==> src/fpd_pkg.sv <==
package fpd_pkg;

    // default frame length in bytes, header included
    localparam int FRAME_BYTES_DEF = 32;

    // frame layout: header length, checksum and tail offsets from frame end
    localparam int HDR_BYTES   = 4;
    localparam int CSUM_OFFSET = 8;
    localparam int TAIL_OFFSET = 4;

    localparam int WORD_W   = 32;
    localparam int BYTE_W   = 8;
    localparam int WINDOW_W = 24;
    localparam int STATUS_W = 2;

    // configuration register indexes
    localparam int CFG_IDX_W = 2;
    localparam logic [CFG_IDX_W-1:0] CFG_HEADER = 2'd0;
    localparam logic [CFG_IDX_W-1:0] CFG_TAIL   = 2'd1;

    // frame status codes
    localparam logic [STATUS_W-1:0] ST_OK       = 2'd0;
    localparam logic [STATUS_W-1:0] ST_BAD_TAIL = 2'd1;
    localparam logic [STATUS_W-1:0] ST_BAD_CSUM = 2'd2;

endpackage

==> src/framed_packet_deframer_checksum_top.sv <==
// channel  | valid        | stall        | payload
// ---------+--------------+--------------+------------------------------------------
// input    | i_in_valid   | o_in_stall   | i_rx_byte
// output   | o_out_valid  | i_out_stall  | o_frame_status, o_good_frames, o_bad_frames,
//          |              |              | o_computed_sum, o_received_sum
// config   | i_cfg_we     | (none)       | i_cfg_index, i_cfg_data
//
// one byte per cycle sustained while o_in_stall is low; a byte is registered, then processed
// from the input register, and a frame result is registered in the result register when its last byte is taken
// the per-byte path is one 32-bit add for the running sum and 32-bit compares (header, tail, sum)
// o_in_stall rises only when the last byte of a frame waits on a stalled, full output
// i_rst_n is synchronous, active low: unsynced, counters, configuration and valid flags cleared

module framed_packet_deframer_checksum_top #(
    parameter int FRAME_BYTES = fpd_pkg::FRAME_BYTES_DEF
) (
    input  logic                          i_clk,
    input  logic                          i_rst_n,
    input  logic                          i_cfg_we,
    input  logic [fpd_pkg::CFG_IDX_W-1:0] i_cfg_index,
    input  logic [fpd_pkg::WORD_W-1:0]    i_cfg_data,
    input  logic                          i_in_valid,
    output logic                          o_in_stall,
    input  logic [fpd_pkg::BYTE_W-1:0]    i_rx_byte,
    output logic                          o_out_valid,
    input  logic                          i_out_stall,
    output logic [fpd_pkg::STATUS_W-1:0]  o_frame_status,
    output logic [fpd_pkg::WORD_W-1:0]    o_good_frames,
    output logic [fpd_pkg::WORD_W-1:0]    o_bad_frames,
    output logic [fpd_pkg::WORD_W-1:0]    o_computed_sum,
    output logic [fpd_pkg::WORD_W-1:0]    o_received_sum
);

    localparam int POS_W = $clog2(FRAME_BYTES + 1);
    localparam logic [POS_W-1:0] POS_START = POS_W'(fpd_pkg::HDR_BYTES);
    localparam logic [POS_W-1:0] POS_CSUM  = POS_W'(FRAME_BYTES - fpd_pkg::CSUM_OFFSET);
    localparam logic [POS_W-1:0] POS_TAIL  = POS_W'(FRAME_BYTES - fpd_pkg::TAIL_OFFSET);
    localparam logic [POS_W-1:0] POS_LAST  = POS_W'(FRAME_BYTES - 1);
    localparam logic [POS_W-1:0] POS_END   = POS_W'(FRAME_BYTES);

    localparam int W = fpd_pkg::WORD_W;
    localparam int B = fpd_pkg::BYTE_W;

    // configuration
    logic [W-1:0] r_header_word;
    logic [W-1:0] r_tail_word;

    // input register
    logic         r_in_valid;
    logic [B-1:0] r_in_byte;

    // frame state
    logic                        r_synced,  n_synced;
    logic [fpd_pkg::WINDOW_W-1:0] r_window, n_window;
    logic [POS_W-1:0]            r_pos,     n_pos;
    logic [W-1:0]                r_sum,     n_sum;
    logic [W-1:0]                r_csum,    n_csum;
    logic [W-1:0]                r_tail,    n_tail;
    logic [W-1:0]                r_good,    n_good;
    logic [W-1:0]                r_bad,     n_bad;
    logic [fpd_pkg::STATUS_W-1:0] n_status;
    logic                        n_emit;

    // result register
    logic                         r_out_valid;
    logic [fpd_pkg::STATUS_W-1:0] r_out_status;
    logic [W-1:0]                 r_out_good;
    logic [W-1:0]                 r_out_bad;
    logic [W-1:0]                 r_out_sum;
    logic [W-1:0]                 r_out_csum;

    logic         w_hold;
    logic         w_take;
    logic         w_accept;
    logic [1:0]   w_lane_csum;
    logic [1:0]   w_lane_tail;
    logic [W-1:0] w_word;

    // last byte of a frame cannot proceed while the result register is blocked
    assign w_hold   = r_in_valid && r_synced && (r_pos == POS_LAST)
                      && r_out_valid && i_out_stall;
    assign w_take   = r_in_valid && !w_hold;
    assign o_in_stall = w_hold;
    assign w_accept = i_in_valid && !o_in_stall;

    assign w_word      = {r_in_byte, r_window};
    assign w_lane_csum = 2'(r_pos - POS_CSUM);
    assign w_lane_tail = 2'(r_pos - POS_TAIL);

    // configuration writes
    always_ff @(posedge i_clk) begin
        if (!i_rst_n) begin
            r_header_word <= '0;
            r_tail_word   <= '0;
        end else if (i_cfg_we) begin
            case (i_cfg_index)
                fpd_pkg::CFG_HEADER: r_header_word <= i_cfg_data;
                fpd_pkg::CFG_TAIL:   r_tail_word   <= i_cfg_data;
                default: ;
            endcase
        end
    end

    // input register
    always_ff @(posedge i_clk) begin
        if (!i_rst_n) begin
            r_in_valid <= 1'b0;
        end else if (w_accept) begin
            r_in_valid <= 1'b1;
        end else if (w_take) begin
            r_in_valid <= 1'b0;
        end
        if (w_accept) begin
            r_in_byte <= i_rx_byte;
        end
    end

    // per-byte frame logic
    always_comb begin
        n_synced = r_synced;
        n_window = r_window;
        n_pos    = r_pos;
        n_sum    = r_sum;
        n_csum   = r_csum;
        n_tail   = r_tail;
        n_good   = r_good;
        n_bad    = r_bad;
        n_status = fpd_pkg::ST_OK;
        n_emit   = 1'b0;
        if (!r_synced) begin
            // header search over a sliding four-byte window
            if (w_word == r_header_word) begin
                n_synced = 1'b1;
                n_pos    = POS_START;
                n_sum    = '0;
                n_csum   = '0;
                n_tail   = '0;
            end else begin
                n_window = w_word[W-1:B];
            end
        end else begin
            if (r_pos < POS_CSUM) begin
                n_sum = r_sum + W'(r_in_byte);
            end else if (r_pos < POS_TAIL) begin
                for (int j = 0; j < 4; j++) begin
                    if (w_lane_csum == 2'(j)) begin
                        n_csum[j*B +: B] = r_in_byte;
                    end
                end
            end else begin
                for (int j = 0; j < 4; j++) begin
                    if (w_lane_tail == 2'(j)) begin
                        n_tail[j*B +: B] = r_in_byte;
                    end
                end
            end
            n_pos = r_pos + 1'b1;
            // frame end: tail checked before checksum
            if (n_pos == POS_END) begin
                n_emit = 1'b1;
                if (n_tail != r_tail_word) begin
                    n_status = fpd_pkg::ST_BAD_TAIL;
                    n_bad    = r_bad + 1'b1;
                end else if (n_sum != n_csum) begin
                    n_status = fpd_pkg::ST_BAD_CSUM;
                    n_bad    = r_bad + 1'b1;
                end else begin
                    n_good   = r_good + 1'b1;
                end
            end
        end
    end

    // frame state update; per-frame state cleared after each frame, frame counters kept
    always_ff @(posedge i_clk) begin
        if (!i_rst_n) begin
            r_synced <= 1'b0;
            r_window <= '0;
            r_pos    <= '0;
            r_sum    <= '0;
            r_csum   <= '0;
            r_tail   <= '0;
            r_good   <= '0;
            r_bad    <= '0;
        end else if (w_take) begin
            r_good <= n_good;
            r_bad  <= n_bad;
            if (n_emit) begin
                r_synced <= 1'b0;
                r_window <= '0;
                r_pos    <= '0;
                r_sum    <= '0;
                r_csum   <= '0;
                r_tail   <= '0;
            end else begin
                r_synced <= n_synced;
                r_window <= n_window;
                r_pos    <= n_pos;
                r_sum    <= n_sum;
                r_csum   <= n_csum;
                r_tail   <= n_tail;
            end
        end
    end

    // result register
    always_ff @(posedge i_clk) begin
        if (!i_rst_n) begin
            r_out_valid <= 1'b0;
        end else if (w_take && n_emit) begin
            r_out_valid <= 1'b1;
        end else if (!i_out_stall) begin
            r_out_valid <= 1'b0;
        end
        if (w_take && n_emit) begin
            r_out_status <= n_status;
            r_out_good   <= n_good;
            r_out_bad    <= n_bad;
            r_out_sum    <= n_sum;
            r_out_csum   <= n_csum;
        end
    end

    assign o_out_valid    = r_out_valid;
    assign o_frame_status = r_out_status;
    assign o_good_frames  = r_out_good;
    assign o_bad_frames   = r_out_bad;
    assign o_computed_sum = r_out_sum;
    assign o_received_sum = r_out_csum;

`ifndef SYNTHESIS
    // position stays inside the frame while synced
    a_pos_range: assert property (@(posedge i_clk) disable iff (!i_rst_n)
        r_synced |-> (r_pos >= POS_START && r_pos < POS_END))
        else $error("byte position outside frame while synced");

    // unsynced state holds no frame progress
    a_unsynced_clear: assert property (@(posedge i_clk) disable iff (!i_rst_n)
        !r_synced |-> (r_pos == '0 && r_sum == '0))
        else $error("frame state not cleared while unsynced");

    // a completed frame shows a result next cycle and drops sync
    a_emit_result: assert property (@(posedge i_clk) disable iff (!i_rst_n)
        (w_take && n_emit) |=> (r_out_valid && !r_synced))
        else $error("frame end without result or resync");

    // input stall only when a result is blocked downstream
    a_stall_cause: assert property (@(posedge i_clk) disable iff (!i_rst_n)
        o_in_stall |-> (r_out_valid && i_out_stall && r_in_valid))
        else $error("input stalled without a blocked result");

    // a status code other than the three defined never appears
    a_status_code: assert property (@(posedge i_clk) disable iff (!i_rst_n)
        r_out_valid |-> (r_out_status == fpd_pkg::ST_OK
                         || r_out_status == fpd_pkg::ST_BAD_TAIL
                         || r_out_status == fpd_pkg::ST_BAD_CSUM))
        else $error("undefined frame status");
`endif

endmodule
==> config.mk <==
export PLATFORM = sky130hd
export DESIGN_NAME = framed_packet_deframer_checksum_top
export DESIGN_NICKNAME = d
export VERILOG_FILES = /design/src/fpd_pkg.sv /design/src/framed_packet_deframer_checksum_top.sv
export SDC_FILE = /design/constraint.sdc
export NUM_CORES = 1
export LEC_CHECK = 0
export BUFFER_PORTS_ARGS = -buffer_cell sky130_fd_sc_hd__buf_2
export CORE_ASPECT_RATIO = 1.5
export CORE_MARGIN = 2
export CORE_UTILIZATION = 25
export DETAILED_ROUTE_END_ITERATION = 7
export GPL_TIMING_DRIVEN = 1
export PLACE_DENSITY = 0.38
export SLEW_MARGIN = 10
export SYNTH_ARGS = -nofsm -noshare
export SYNTH_HDL_FRONTEND = slang
export SYNTH_SLANG_ARGS = --single-unit
==> constraint.sdc <==
create_clock -name i_clk -period 13.35 [get_ports i_clk]
set_input_delay 4.005 -clock i_clk [delete_from_list [all_inputs] [get_ports i_clk]]
set_output_delay 4.005 -clock i_clk [all_outputs]
set_load 0.01 [all_outputs]
# Word level (Yosys, flattened, before mapping)

Index checks and enable logic that the tools add are counted.

Output and inout bits: 132
Bits in registers: 395
Memory bits (writable): 0
Logic and storage cells: 113
Memories kept: 0
ROM bits: 0
Bits in latches: 0

Add/sub/neg operators: 6
Reductions and logical operators: 19
Multiplexer cells: 50
Equal/unequal tests: 15
Divide/modulo/power cells: 0
Multipliers: 0
$lt $le $gt $ge: 2
Shift operators: 0
Bitwise operators: 2

Operators with widths:

| operator                                                                     | number |
|---|---|
| 32-bit 2-to-1 mux                                                            | 25 |
| 24-bit 2-to-1 mux                                                            | 3 |
| 32-bit by 1-bit adder with 32-bit output, second input constant              | 2 |
| 8-bit 2-to-1 mux                                                             | 8 |
| 32-bit inequality test                                                       | 2 |
| 32-bit by 8-bit adder with 32-bit output                                     | 1 |
| 32-bit equality test                                                         | 1 |
| 6-bit 2-to-1 mux                                                             | 3 |
| 6-bit by 5-bit less-than comparator with 1-bit output, second input constant | 2 |
| 1-bit 2-to-1 mux                                                             | 10 |
| 2-bit equality test, second input constant                                   | 4 |
| 2-bit AND reduction                                                          | 4 |
| 1-bit logical AND                                                            | 7 |
| 6-bit by 1-bit adder with 6-bit output, second input constant                | 1 |
| 2-bit by 1-bit equality test with 1-bit output, second input constant        | 3 |
| 6-bit by 5-bit equality test with 1-bit output, second input constant        | 1 |
| 6-bit equality test, second input constant                                   | 1 |
| 2-bit logical NOT                                                            | 3 |
| 2-bit by 1-bit inequality test with 1-bit output, second input constant      | 2 |
| 2-bit by 1-bit subtractor with 2-bit output, second input constant           | 2 |
| 3-bit AND reduction                                                          | 1 |
| 3-bit nonzero test                                                           | 1 |
| 3-bit OR reduction                                                           | 1 |
| 2-bit 2-to-1 mux                                                             | 1 |
| 4 further kinds                                                              | 5 |

# Logic depth before layout (Yosys ltp)

Gate-level depths: netlist (run 1).

Word-level depth: 11
Mapped depth: 17

# Worst setup path before layout (run 1)

Ideal clock, no wire load.

Kind: input to output
Start point: in i_out_stall
End point: out o_in_stall
Data arrival time: 4.730 ns
Stages: 2
Path slack: 4.615 ns
Cells stage by stage: nand4_1 nor4_1

Cells in the longest elaborated chain, start to end: 1

RTL lines:

| what              | RTL line                                  | source |
|---|---|---|
| start, declared   | framed_packet_deframer_checksum_top.sv:26 | `input logic i_out_stall,` |
| 1-bit logical AND | framed_packet_deframer_checksum_top.sv:81 | `&& r_out_valid && i_out_stall;` |
| end, declared     | framed_packet_deframer_checksum_top.sv:23 | `output logic o_in_stall,` |

Every way passes these cells.

# Worst setup path in the final report (run 1)

Ends and elaborated chain as after synthesis.

==> run summary, run 1 <==
The flow ran to the end, and the final reports show no timing, DRC or antenna violations. For this run, design rule violations remaining after detail routing come to 0. The start-to-end type of the worst setup path is in2out. The total of buffers placed on input and output ports came out at 178. After synthesis, the share of flip-flops with an asynchronous set or reset is 0%. TritonCTS built the clock tree. The clock tree buffer depth came out at 3. The endpoint identified for the worst register-to-register timing path is o_bad_frames[1]. The total number of yosys warnings came out at 0. The final estimated routing congestion in global placement is 0.862. The pre-antenna-repair detailed-routing pass consisted of 5 iterations. The analysis attributes to net switching a power of 657 µW. Traced cell by cell, the critical path runs through buf_2 > nand4_1 > nor4_1 > buf_2. The final global-route overflow total came out at 0. At the worst endpoint, the arrival time is 5.05 ns. VDD sags by at most 0.0810 mV.

Of the synthesized area, sequential elements account for 47.0%. The horizontal die dimension came out at 234 µm. The maximum fanout along the worst path came out at 6. The maximum level of the CTS H-tree came out at 2.

Across all register-to-register paths, the minimum setup slack is 7.31 ns. The vertical extent of the die came out at 348 µm. After detailed routing, the average wire length per cell comes to 20.5 µm. The tightest min-delay check is of the reg2reg type. The die covers 81,400 µm². STA puts the critical path data required time at 9.34 ns. The highest attainable clock frequency came out at 110 MHz.

The dominant synthesized flop cell is sky130_fd_sc_hd__dfxtp_1. The biggest area consumer among synthesized cells is sky130_fd_sc_hd__dfxtp_1. The floorplan step defined a core boundary enclosing 78,500 µm².

The kind of capture point of the worst setup path is a primary output. The post-synthesis sequential element count is 395. The count of clock tree sinks came out at 395.

The number of max-slew violations in the final report came to 0. The share of the cycle needed by the critical path after routing is 67.8%. The layout net count is 2,313. From synthesis to final layout, the design area changed by 16.4%.

Setup slack on the critical path of the routed design comes to 4.30 ns. Counting instances, the worst hold path has a depth of 2. After clock tree synthesis, the repair step resized 0 gates. The final antenna-violating net count is 0.

The area of the mapped netlist came out at 19,800 µm². In this run the clock root is driven by a sky130_fd_sc_hd__clkbuf_16. The tightest slew margin relative to the limit came out at 22.4%. Of the total power, the share spent switching nets is 24.6%. The slew at the pin closest to its max-slew limit is 1.16 ns. The part of the total power dissipated in combinational logic came out at 5.5%. For this design, the CTS-stage hold fixing added 0 buffers. The netlist uses 81 different library cells. For this design the top-level I/O count stands at 179.

The launch point of the worst reg-to-reg path is r_in_byte[0]. The final route contains 16.5k vias. The floorplan has 126 rows.

Summed over all failing endpoints, the final setup total negative slack is 0 ns. The synthesized area per cell is 9.19 µm². The ratio of cells with drive above 1 in the final layout is 14.3%. The clock network fraction of design power came out at 47.3%.

The pin count of the biggest net entering global routing came out at 93. The number of antenna violations at the first check in global routing came to 1. The buffering stage count on the worst path with inverters included is 2.

The number of setup violations in the final report is 0. The count of antenna diodes in the layout came out at 0. Setup repair after global routing left no endpoint under its margin.

The post-synth net total came out at 2,214. The number of CTS-inserted buffers is 44. The number of violations reported at the end of detailed-routing iteration 0 came out at 1,167.

The type of element launching the critical path is a primary input. The number of flops mapped to enable cells by yosys is 138. The routed wire length is 67,900 µm.

The starting density of the core is 25.2%. The clock latency on the worst-skew pair is 0.60 ns. The aggregate global-route resource usage is 16.5%. The path with the worst hold slack has its endpoint at r_header_word[9]. The kind of cell with the highest combined delay along the critical path is simple AND/OR/NAND/NOR gates. Across the run, the number of max-cap violations was 0. For this design the static power due to leakage is 0.00843 µW. The core occupancy in the finished layout is 29.3%. The count of final hold-check violations is 0. Timing analysis after detailed placement gives a worst setup slack of 4.28 ns.

After layout, the minimum clock period comes to 9.05 ns. The number of cells on the worst reg-to-reg path is 15. Among the stages of the critical path, the cell type that occurs most often is sky130_fd_sc_hd__buf_2. After legalization and detailed placement, the total HPWL measured 47,700 µm. For this design, the slowest cell found on the critical path is sky130_fd_sc_hd__nor4_1.

In this run the most critical hold path is launched from r_header_word[9]. The cell internal power dissipation came out at 2010 µW. The first global-routing pass estimated 102,000 µm of wire. Dividing total power by cell area gives a power density of 116 nW/µm². The sequential power share came out at 47.2%. The number of setup buffers added after CTS is 0. The routed via count divided by cell count is 4.99. The number of global-route vias before repair was 16.1k.

The instance count of the mapped netlist is 2,151. The largest clock skew in the final design came out at 0.0193 ns. The clock transition at the registers of the reported paths came out at 0.06 ns. The portion of synthesized cell area occupied by the leading cell type is 26.0%. The largest stage delay on the critical path came out at 0.59 ns.

Ranked by total cell area, the synthesized netlist is headed by sky130_fd_sc_hd__dfxtp_1, sky130_fd_sc_hd__edfxtp_1, sky130_fd_sc_hd__nand2_1.
-- kinds of logic after synthesis --
logic type / share of synthesized area (%)
simple gates: 20.1
compound gates: 18.0
flops: 47.0
buf+inv: 4.41
xor+xnor: 7.16
mux: 2.23
fa+ha+maj: 1.05
-- layer usage --
metal / share of wire, % / track usage [%] / wire, µm
met1: 44 / 21.0 / 29600
met2: 49 / 28.3 / 33500
met3: 3.8 / 2.30 / 2600
met4: 3.3 / 5.76 / 2240
met5: 0.016 / 0 / 11
-- tightest hold or removal path: cells and delay by family (launching register included) --
kind	cells	cell delay (ns)
and+or+nand+nor	1	0.05
DFF	1	0.32
AOI/OAI and AO/OA	1	0.05
-- cell usage after synthesis (10+ instances only) --
library cell and instances:
sky130_fd_sc_hd__dfxtp_1 257, sky130_fd_sc_hd__nor4_1 31, sky130_fd_sc_hd__and2_1 21, sky130_fd_sc_hd__nand4_1 43
sky130_fd_sc_hd__nand3_1 77, sky130_fd_sc_hd__a22o_1 90, sky130_fd_sc_hd__nor3_1 46, sky130_fd_sc_hd__mux2i_1 28
sky130_fd_sc_hd__and3_1 26, sky130_fd_sc_hd__mux2_2 13, sky130_fd_sc_hd__clkbuf_1 121, sky130_fd_sc_hd__o22ai_1 19
sky130_fd_sc_hd__buf_1 10, sky130_fd_sc_hd__or2_2 10, sky130_fd_sc_hd__nand2_1 293, sky130_fd_sc_hd__o21ai_0 68
sky130_fd_sc_hd__o31ai_1 40, sky130_fd_sc_hd__nor2b_1 20, sky130_fd_sc_hd__ha_1 15, sky130_fd_sc_hd__nor2_1 134
sky130_fd_sc_hd__a22oi_1 61, sky130_fd_sc_hd__or3_1 16, sky130_fd_sc_hd__nand2b_1 26, sky130_fd_sc_hd__o21bai_1 15
sky130_fd_sc_hd__o211ai_1 20, sky130_fd_sc_hd__a21oi_1 138, sky130_fd_sc_hd__buf_2 15, sky130_fd_sc_hd__or4_1 36
sky130_fd_sc_hd__xnor2_1 100, sky130_fd_sc_hd__edfxtp_1 138, sky130_fd_sc_hd__inv_1 44, sky130_fd_sc_hd__xor2_1 54
-- sequential cells by signal, summed over array words and instances (netlist names), 32 cells and up --
register and flops:
r_csum 32, r_tail 32, o_received_sum 32, o_bad_frames 32, r_sum 32, o_good_frames 32, r_good 32, r_tail_word 32
r_header_word 32, r_bad 32, o_computed_sum 32
-- cell usage in the layout (no fill, tap or decap), drive strengths merged, types with 40 or more instances in the layout --
cell and instances:
nor3 46, nand4 43, a21oi 138, inv 48, xnor2 100, a22o 90
o31ai 40, o21ai 76, xor2 54, nor2 134, a22oi 61, edfxtp 138
dfxtp 257, nand3 77, buf 213, nand2 294, clkbuf 58
-- final cells by class --
| cell class | count | area [µm²] |
|---|---|---|
| clock buffers | 58 | 1160 |
| clock inverters | 24 | 298 |
| fillers | 8355 | 55500 |
| inverters | 45 | 179 |
| multi-input cells | 1551 | 9640 |
| flip-flops and latches | 395 | 9290 |
| well taps | 1024 | 1280 |
| repair buffers | 213 | 1150 |
-- power groups by stage --
stage	logic (µW)	clock network [µW]	registers (µW)
6_report	147	1260	1260
3_3_place_gp	150	0	1290
2_1_floorplan	85.8	0	1280
3_5_place_dp	150	0	1290
5_1_grt	161	1350	1260
4_1_cts	151	1310	1260
-- stage by stage --
step                std cells  hold slack (ns)  power (µW)  area (µm²)
CTS                      3310            0.471        2720       23000
finish                   3310            0.470        2670       23000
floorplan                2151            0.448        1370       19800
global placement         3228            0.457        1440       21500
detailed placement       3228            0.463        1440       21500
global route             3310            0.486        2770       23000
-- how the worst max path moves through the flow --
stage | startpoint | end | slack, ns | depth (start not counted)
6_report | i_out_stall | o_in_stall | 4.30 | 4
5_1_grt | i_out_stall | o_in_stall | 4.12 | 4
4_1_cts | i_out_stall | o_in_stall | 4.28 | 4
3_5_place_dp | i_out_stall | o_in_stall | 4.28 | 4
3_3_place_gp | i_out_stall | o_in_stall | 4.27 | 4
2_1_floorplan | i_out_stall | o_in_stall | 4.62 | 2
(Power assumes the default switching activity.)
==> run 2, diff against run 1 <==
- ABC_AREA: default -> 1
- clock period: 13.35 -> 8.9 ns (I/O delays scaled with it)
==> run summary, run 2 <==
The area of the mapped netlist came out at 20,700 µm² (was 19,800 µm²). The power density normalized to cell area is 177 nW/µm² (was 116 nW/µm²). The sequential cell area is 9290 µm² (about the same). The synthesized area per cell is 7.35 µm² (was 9.19 µm²). The clock latency on the worst-skew pair is 0.59 ns (was 0.60 ns).

The number of buffers inserted for hold repair after clock tree synthesis came out at 0 (unchanged). The worst min-delay path startpoint was r_tail_word[10] (was r_header_word[9]). The clock tree from TritonCTS is yes (unchanged). The post-route worst setup slack came out at 2.77 ns (was 4.30 ns).

The slew at the pin closest to its max-slew limit came out at 1.11 ns (was 1.16 ns). The maximum level of the CTS H-tree is 2 (unchanged). The kind of capture point of the worst setup path was a primary output (unchanged). The class of the tightest hold or removal check is reg2reg (unchanged). The area of the placeable core is 82,300 µm² (was 78,500 µm²). The final cell count without fillers is 4,018 (was 3,310). The type of element launching the critical path is a primary input (unchanged).

The post-cts resize count came out at 0 (unchanged). The placement-stage worst setup slack is 2.77 ns (was 4.28 ns). The total number of yosys warnings came out at 0 (unchanged). The largest clock skew in the final design came out at 0.0238 ns (was 0.0193 ns).

The count of antenna diodes in the layout came to 0 (unchanged). Result of the run: finished, final reports clean (unchanged). The clock transition at the registers of the reported paths came to 0.06 ns (about the same).

The start point of the critical path was i_out_stall (unchanged). The die outline area is 85,300 µm² (was 81,400 µm²). Commonest cells in the synthesized netlist: sky130_fd_sc_hd__nand2_1, sky130_fd_sc_hd__inv_1, sky130_fd_sc_hd__dfxtp_1 (was sky130_fd_sc_hd__nand2_1, sky130_fd_sc_hd__dfxtp_1, sky130_fd_sc_hd__a21oi_1, sky130_fd_sc_hd__edfxtp_1, sky130_fd_sc_hd__nor2_1). The tightest slew margin relative to the limit is 25.7% (was 22.4%). The detailed-router iteration count before antenna repair is 5 (unchanged). The area of placed instances came out at 22,500 µm² (was 21,500 µm²). The clock tree buffer depth is 3 (unchanged). RSZ-0062 raised after global routing: false (unchanged). The share of the cycle needed by the critical path after routing came out at 68.9%. The count of vias placed by the detailed router came to 18.8k (was 16.5k). The most frequent cell on the critical path is sky130_fd_sc_hd__buf_2 (unchanged).

The number of ports placed on the die boundary is 179 (unchanged). The area added between synthesis and finish came out at 16.2% (was 16.4%). The number of flops mapped to enable cells by yosys was 138 (unchanged).

The dominant synthesized flop cell is sky130_fd_sc_hd__dfxtp_1 (unchanged). The pin count of the biggest net entering global routing came to 82 (was 93). The count of final hold-check violations is 0 (unchanged). The area used by multi-input combinational logic came out at 9360 µm² (was 9640 µm²).

The cell at the root of the clock tree was sky130_fd_sc_hd__clkbuf_16 (unchanged). The most common cell in the synthesized netlist is sky130_fd_sc_hd__nand2_1 (unchanged). The largest stage delay on the critical path was 0.29 ns (was 0.59 ns). The final antenna-violating net count came out at 0 (unchanged).

The biggest area consumer among synthesized cells was sky130_fd_sc_hd__dfxtp_1 (unchanged). The sequential cell area fraction in the yosys report came to 44.8% (was 47.0%). The launch point of the worst reg-to-reg path was r_in_byte[1] (was r_in_byte[0]). The final critical-path required period came out at 6.13 ns.

The global-route wire length before repair came out at 110,000 µm (was 102,000 µm). The count of clock tree sinks is 395 (unchanged). The number of violations reported at the end of detailed-routing iteration 0 came out at 1,120 (was 1,167). The routed wirelength normalized by instance count is 18.1 µm (was 20.5 µm). The routed wire length is 72,800 µm (was 67,900 µm). The critical-path cell with the highest stage delay is sky130_fd_sc_hd__and2_1 (was sky130_fd_sc_hd__nor4_1). The final global-route overflow total was 0 (unchanged). Leading cell types in the layout, fill and taps excluded: sky130_fd_sc_hd__nand2_1, sky130_fd_sc_hd__inv_1, sky130_fd_sc_hd__dfxtp_1 (was sky130_fd_sc_hd__nand2_1, sky130_fd_sc_hd__dfxtp_1, sky130_fd_sc_hd__buf_2). The ratio of cells with drive above 1 in the final layout is 12.6% (was 14.3%).

Biggest area contributors in the synthesized netlist: sky130_fd_sc_hd__dfxtp_1, sky130_fd_sc_hd__edfxtp_1, sky130_fd_sc_hd__nand2_1 (unchanged). The total of buffers placed on input and output ports came out at 178 (unchanged). The arrival time reported for the critical path endpoint came out at 3.46 ns (was 5.05 ns).

The number of global-route vias before repair came to 18.3k (was 16.1k). The final instance area is 24,100 µm² (was 23,000 µm²). Cells traversed along the worst timing path: buf_2 > nand2_1 > nor4_1 > and2_1 > buf_2 (was buf_2 > nand4_1 > nor4_1 > buf_2). The most frequent standard cell in the layout excluding fill and tap cells was sky130_fd_sc_hd__nand2_1 (unchanged). The leakage power total is 0.0104 µW (was 0.00843 µW). The start-to-end type of the worst setup path is in2out (unchanged). The number of max-cap violations came to 0 (unchanged).

The detailed-placement wirelength estimate is 52,400 µm (was 47,700 µm). The starting density of the core is 25.2% (about the same). The layout net count came out at 2,998 (was 2,313).

The number of setup violations in the final report came out at 0 (unchanged). The peak supply drop came out at 0.147 mV (was 0.0810 mV). The worst slack on hold paths came out at 0.467 ns (was 0.470 ns). The number of standard-cell rows in the floorplan came out at 129 (was 126). The number of remaining DRC errors is 0 (unchanged). The instance count of the mapped netlist came to 2,818 (was 2,151).

The number of antenna violations at the first check in global routing is 0 (was 1). The maximum fanout along the worst path is 4 (was 6). The post-synth net total came out at 2,881 (was 2,214).

The required time of the critical path came out at 6.23 ns (was 9.34 ns). The setup TNS came out at 0 ns (unchanged). The portion of synthesized cell area occupied by the leading cell type is 24.8% (was 26.0%). The horizontal die dimension is 239 µm (was 234 µm).

The final-layout fill cell count is 8,958 (was 8,355). The highest attainable clock frequency came out at 163 MHz. The routed via count divided by cell count came out at 4.67 (was 4.99). The final estimated routing congestion in global placement is 0.855 (was 0.862). The vertical extent of the die is 357 µm (was 348 µm). The number of different library cells in the post-synthesis netlist came out at 54 (was 81). The number of setup buffers added after CTS came to 0 (unchanged). The number of placed instances, taps included is 3,935 (was 3,228).

The number of CTS-inserted buffers is 46 (was 44). The aggregate global-route resource usage is 16.9% (was 16.5%). The share of async-settable or async-resettable flops after synthesis is 0% (unchanged).

The number of max-slew violations in the final report is 0 (unchanged). The post-synthesis sequential element count is 395 (unchanged).
[run 2: changes by cell type in the layout (fill, tap and decap cells not counted), sizes merged, moves of 37 or more]
cell   before  now
o22ai      19   72
xnor2     100   18
nand2     294  790
inv        48  399
xor2       54   16
nor2      134  218
a22oi      61    0
a32o        0   40
or4        37    0
o21ai      76  196
o31ai      40    0
nand3      77  231
a22o       90    0
[run 2: path summary, 6_finish.rpt]
kind	depth (start not counted)	slack, ns	end
max	5	2.77	o_in_stall
max reg2reg	20	3.83	o_bad_frames[8]
min reg2reg	2	0.47	r_tail_word[10]
min	2	0.47	r_tail_word[10]
[run 2: layout make-up]
cell class | count | area share [%]
Clock buffer | 56 | 5.15
Tap cell | 1048 | 5.45
Clock inverter | 27 | 1.38
Sequential cell | 395 | 38.6
Multi-Input combinational cell | 1894 | 38.9
Timing Repair Buffer | 196 | 4.27
Inverter | 402 | 6.30
[run 2: layer usage]
| layer | wire length (µm) | GRT usage [%] |
|---|---|---|
| met1 | 30600 | 20.0 |
| met2 | 37700 | 31.6 |
| met3 | 2530 | 1.98 |
| met4 | 2080 | 5.20 |
| met5 | 0 | 0 |
[run 2: cell families (layout without fill, tap and decap cells)]
group,count (synthesis),count (layout),share of synthesized area [%]
flops,395,395,44.8
fa+ha+maj,16,16,1.00
buf+inv,529,681,10.2
compound gates,468,468,13.4
simple gates,1376,1376,29.1
xor+xnor,34,34,1.44
[run 2: power by group]
part	leakage, µW	internal [µW]	switching [µW]
Clock	0.000768	1190	814
Combinational	0.00611	84.7	207
Sequential	0.00349	1900	46.9
Total	0.0104	3180	1070
[run 2: stage by stage]
step / total power [µW] / util, %
5_1_grt: 4420 / 29.2
3_3_place_gp: 2280 / 27.3
3_5_place_dp: 2290 / 27.3
4_1_cts: 4330 / 29.2
6_report: 4250 / 29.2
2_1_floorplan: 2160 / -
[run 2: worst max-delay path: cells and delay by family]
family	cells	cell delay, ns
buffers and inverters	2	0.26
and+or+nand+nor	3	0.53
==> run 3, diff against run 2 <==
- PLACE_DENSITY: 0.38 -> 0.39
- clock period: 8.9 -> 5.2 ns (I/O delays scaled with it)
==> run summary, run 3 (same netlist as run 2, synthesis figures left out) <==
Result of the run: finished, final reports clean (unchanged). The clock latency on the worst-skew pair is 0.60 ns (was 0.59 ns). The area added between synthesis and finish is 16.7% (was 16.2%). The number of global-route vias before repair is 18.2k (was 18.3k). The most frequent standard cell in the layout excluding fill and tap cells was sky130_fd_sc_hd__nand2_1 (unchanged). The number of remaining DRC errors came out at 0 (unchanged). The instance count along the most critical hold path is 2 (unchanged).

The global-route wire length before repair came out at 111,000 µm (was 110,000 µm). The start-to-end type of the worst setup path is reg2reg (was in2out). The count of final hold-check violations came to 0 (unchanged). Static timing analysis puts the maximum clock frequency at 219 MHz. The post-cts resize count is 0 (unchanged).

The area of the placeable core came to 82,300 µm² (unchanged). The vertical extent of the die came out at 357 µm (unchanged). The layout net count is 3,007 (was 2,998).

The launch point of the worst reg-to-reg path is r_in_byte[1] (unchanged). The kind of capture point of the worst setup path is a register (was primary output). The number of setup buffers added after CTS came out at 0 (unchanged). The end point of the critical path is o_bad_frames[28] (was o_in_stall).

The fraction of power spent switching nets is 25.3% (was 25.1%). The total of buffers placed on input and output ports came out at 178 (unchanged). The final global-route overflow total came out at 0 (unchanged).

The power density normalized to cell area is 303 nW/µm² (was 177 nW/µm²). The detailed-router iteration count before antenna repair is 6 (was 5). The leakage power total is 0.0104 µW (about the same). The die outline area is 85,300 µm² (unchanged). The routed wirelength normalized by instance count is 18.3 µm (was 18.1 µm). The number of CTS-inserted buffers came out at 45 (was 46). The count of vias placed by the detailed router came to 18.8k (about the same). The class of the tightest hold or removal check is reg2reg (unchanged).

The clock tree from TritonCTS is yes (unchanged). The number of standard-cell rows in the floorplan came out at 129 (unchanged). The tightest slew margin relative to the limit came out at 22.9% (was 25.7%). The number of ports placed on the die boundary is 179 (unchanged). The count of clock tree sinks is 395 (unchanged). The share of the cycle needed by the critical path after routing is 87.9%.

The number of violations reported at the end of detailed-routing iteration 0 came out at 945 (was 1,120). The routed via count divided by cell count came out at 4.67 (about the same). The sequential power share came out at 45.4% (was 45.9%).

The setup TNS is 0 ns (unchanged). The detailed-placement wirelength estimate was 53,300 µm (was 52,400 µm). The peak supply drop came out at 0.201 mV (was 0.147 mV). The cell internal power dissipation was 5480 µW (was 3180 µW).

The internal reg-to-reg setup slack came out at 0.63 ns (was 3.83 ns). The clock network fraction of design power came out at 47.8% (was 47.3%). The final estimated routing congestion in global placement came out at 0.902 (was 0.855).

The overall power of the completed layout came to 7340 µW (was 4250 µW). The number of antenna violations at the first check in global routing is 0 (unchanged). The number of max-slew violations in the final report is 0 (unchanged). The clock transition at the registers of the reported paths is 0.06 ns (about the same).

The aggregate global-route resource usage came out at 17.1% (was 16.9%). The end of the worst register-to-register path was o_bad_frames[28] (was o_bad_frames[8]). The start point of the critical path is r_in_byte[1] (was i_out_stall). The slew at the pin closest to its max-slew limit came to 1.15 ns (was 1.11 ns). RSZ-0062 raised after global routing: false (unchanged).

The pin count of the biggest net entering global routing is 132 (was 82). The count of antenna diodes in the layout is 0 (unchanged). The final critical-path required period came out at 4.57 ns. The maximum level of the CTS H-tree is 2 (unchanged). Leading cell types in the layout, fill and taps excluded: sky130_fd_sc_hd__nand2_1, sky130_fd_sc_hd__inv_1, sky130_fd_sc_hd__dfxtp_1 (unchanged). The horizontal die dimension came to 239 µm (unchanged). The cell at the root of the clock tree is sky130_fd_sc_hd__clkbuf_16 (unchanged). The starting density of the core is 25.2% (unchanged). The required time of the critical path is 5.56 ns (was 6.23 ns). The number of setup violations in the final report is 0 (unchanged). The part of the total power dissipated in combinational logic came out at 6.8% (was 6.9%). The final antenna-violating net count came to 0 (unchanged).

The logic depth of the worst register-to-register path came to 21 (was 20). The largest clock skew in the final design came out at 0.0178 ns (was 0.0238 ns). The arrival time reported for the critical path endpoint is 4.93 ns (was 3.46 ns). The routed wire length was 73,700 µm (was 72,800 µm).

The type of element launching the critical path was a register (was primary input). The maximum fanout along the worst path is 61 (was 4). The net switching component of the power is 1850 µW (was 1070 µW). The number of buffers inserted for hold repair after clock tree synthesis is 0 (unchanged). The ratio of cells with drive above 1 in the final layout came out at 12.8% (was 12.6%). The number of max-cap violations came out at 0 (unchanged). The clock tree buffer depth came out at 3 (unchanged).
run 3: cell count changes in the layout (fill, tap and decap cells not counted), moves of 2 or more:
cell,change
sky130_fd_sc_hd__buf_12,+2
sky130_fd_sc_hd__clkbuf_8,-2
sky130_fd_sc_hd__clkbuf_1,+3
sky130_fd_sc_hd__clkinvlp_4,-3
sky130_fd_sc_hd__clkinv_4,+3
sky130_fd_sc_hd__clkinv_1,+2
sky130_fd_sc_hd__clkinv_2,-3
sky130_fd_sc_hd__buf_4,+8
run 3: worst max-delay path, stage by stage (launching register included):
cell                       delay [ns]
sky130_fd_sc_hd__edfxtp_1        0.73
sky130_fd_sc_hd__inv_1           0.41
sky130_fd_sc_hd__fa_1            0.56
sky130_fd_sc_hd__inv_1           0.12
sky130_fd_sc_hd__nand2_1         0.06
sky130_fd_sc_hd__nand2_1         0.11
sky130_fd_sc_hd__nand3_1         0.09
sky130_fd_sc_hd__nand2_1         0.36
sky130_fd_sc_hd__nand4_1         0.19
sky130_fd_sc_hd__nand3_1         0.22
sky130_fd_sc_hd__nand2_1         0.08
sky130_fd_sc_hd__nor2_1          0.10
sky130_fd_sc_hd__nand2_1         0.07
sky130_fd_sc_hd__nor2_1          0.16
sky130_fd_sc_hd__nand2_2         0.12
sky130_fd_sc_hd__nor2_8          0.16
sky130_fd_sc_hd__nand4_4         0.09
sky130_fd_sc_hd__buf_4           0.34
sky130_fd_sc_hd__nand3_1         0.15
sky130_fd_sc_hd__nand2_1         0.06
sky130_fd_sc_hd__nand2_1         0.07
sky130_fd_sc_hd__inv_1           0.04
run 3: how the worst min path moves through the flow:
stage | start | to
after floorplan | r_tail_word[10] | r_tail_word[10]
after global placement | r_tail[12] | r_tail[12]
after detailed placement | r_tail_word[12] | r_tail_word[12]
after CTS | r_tail_word[12] | r_tail_word[12]
after global routing | r_tail_word[29] | r_tail_word[29]
final | r_tail_word[23] | r_tail_word[23]
run 3: metal layers:
metal  vias to the layer above  share of wire, %  global-route usage (%)
li1                       9502                 -                       -
met1                      8840                42                    19.8
met2                       363                52                    32.2
met3                       101               3.3                    2.17
met4                         0               2.9                    5.59
met5                         -                 0                       0
run 3: area by class of cell:
class,count,area (µm²)
multi-input cells,1894,9350
repair buffers,206,1130
fillers,8921,58100
clock inverters,27,368
well taps,1048,1310
inverters,402,1520
flip-flops and latches,395,9290
clock buffers,57,1220
run 3: power groups by stage:
stage | Sequential [µW] | Combinational (µW) | Clock (µW)
final | 3330 | 501 | 3500
after global routing | 3340 | 567 | 3740
after CTS | 3330 | 513 | 3630
after detailed placement | 3400 | 511 | 0
after global placement | 3400 | 506 | 0
after floorplan | 3370 | 337 | 0
run 3: per-stage QoR:
step                instance area [µm²]  hold slack (ns)  std cells  setup WS (ns)  util, %
global placement                  22600            0.457       3945          0.655     27.5
CTS                               24200            0.470       4029          0.607     29.4
floorplan                         20700            0.444       2818         0.0319        -
global route                      24200            0.487       4029          0.288     29.4
detailed placement                22600            0.460       3945          0.593     27.5
finish                            24200            0.466       4029          0.630     29.4
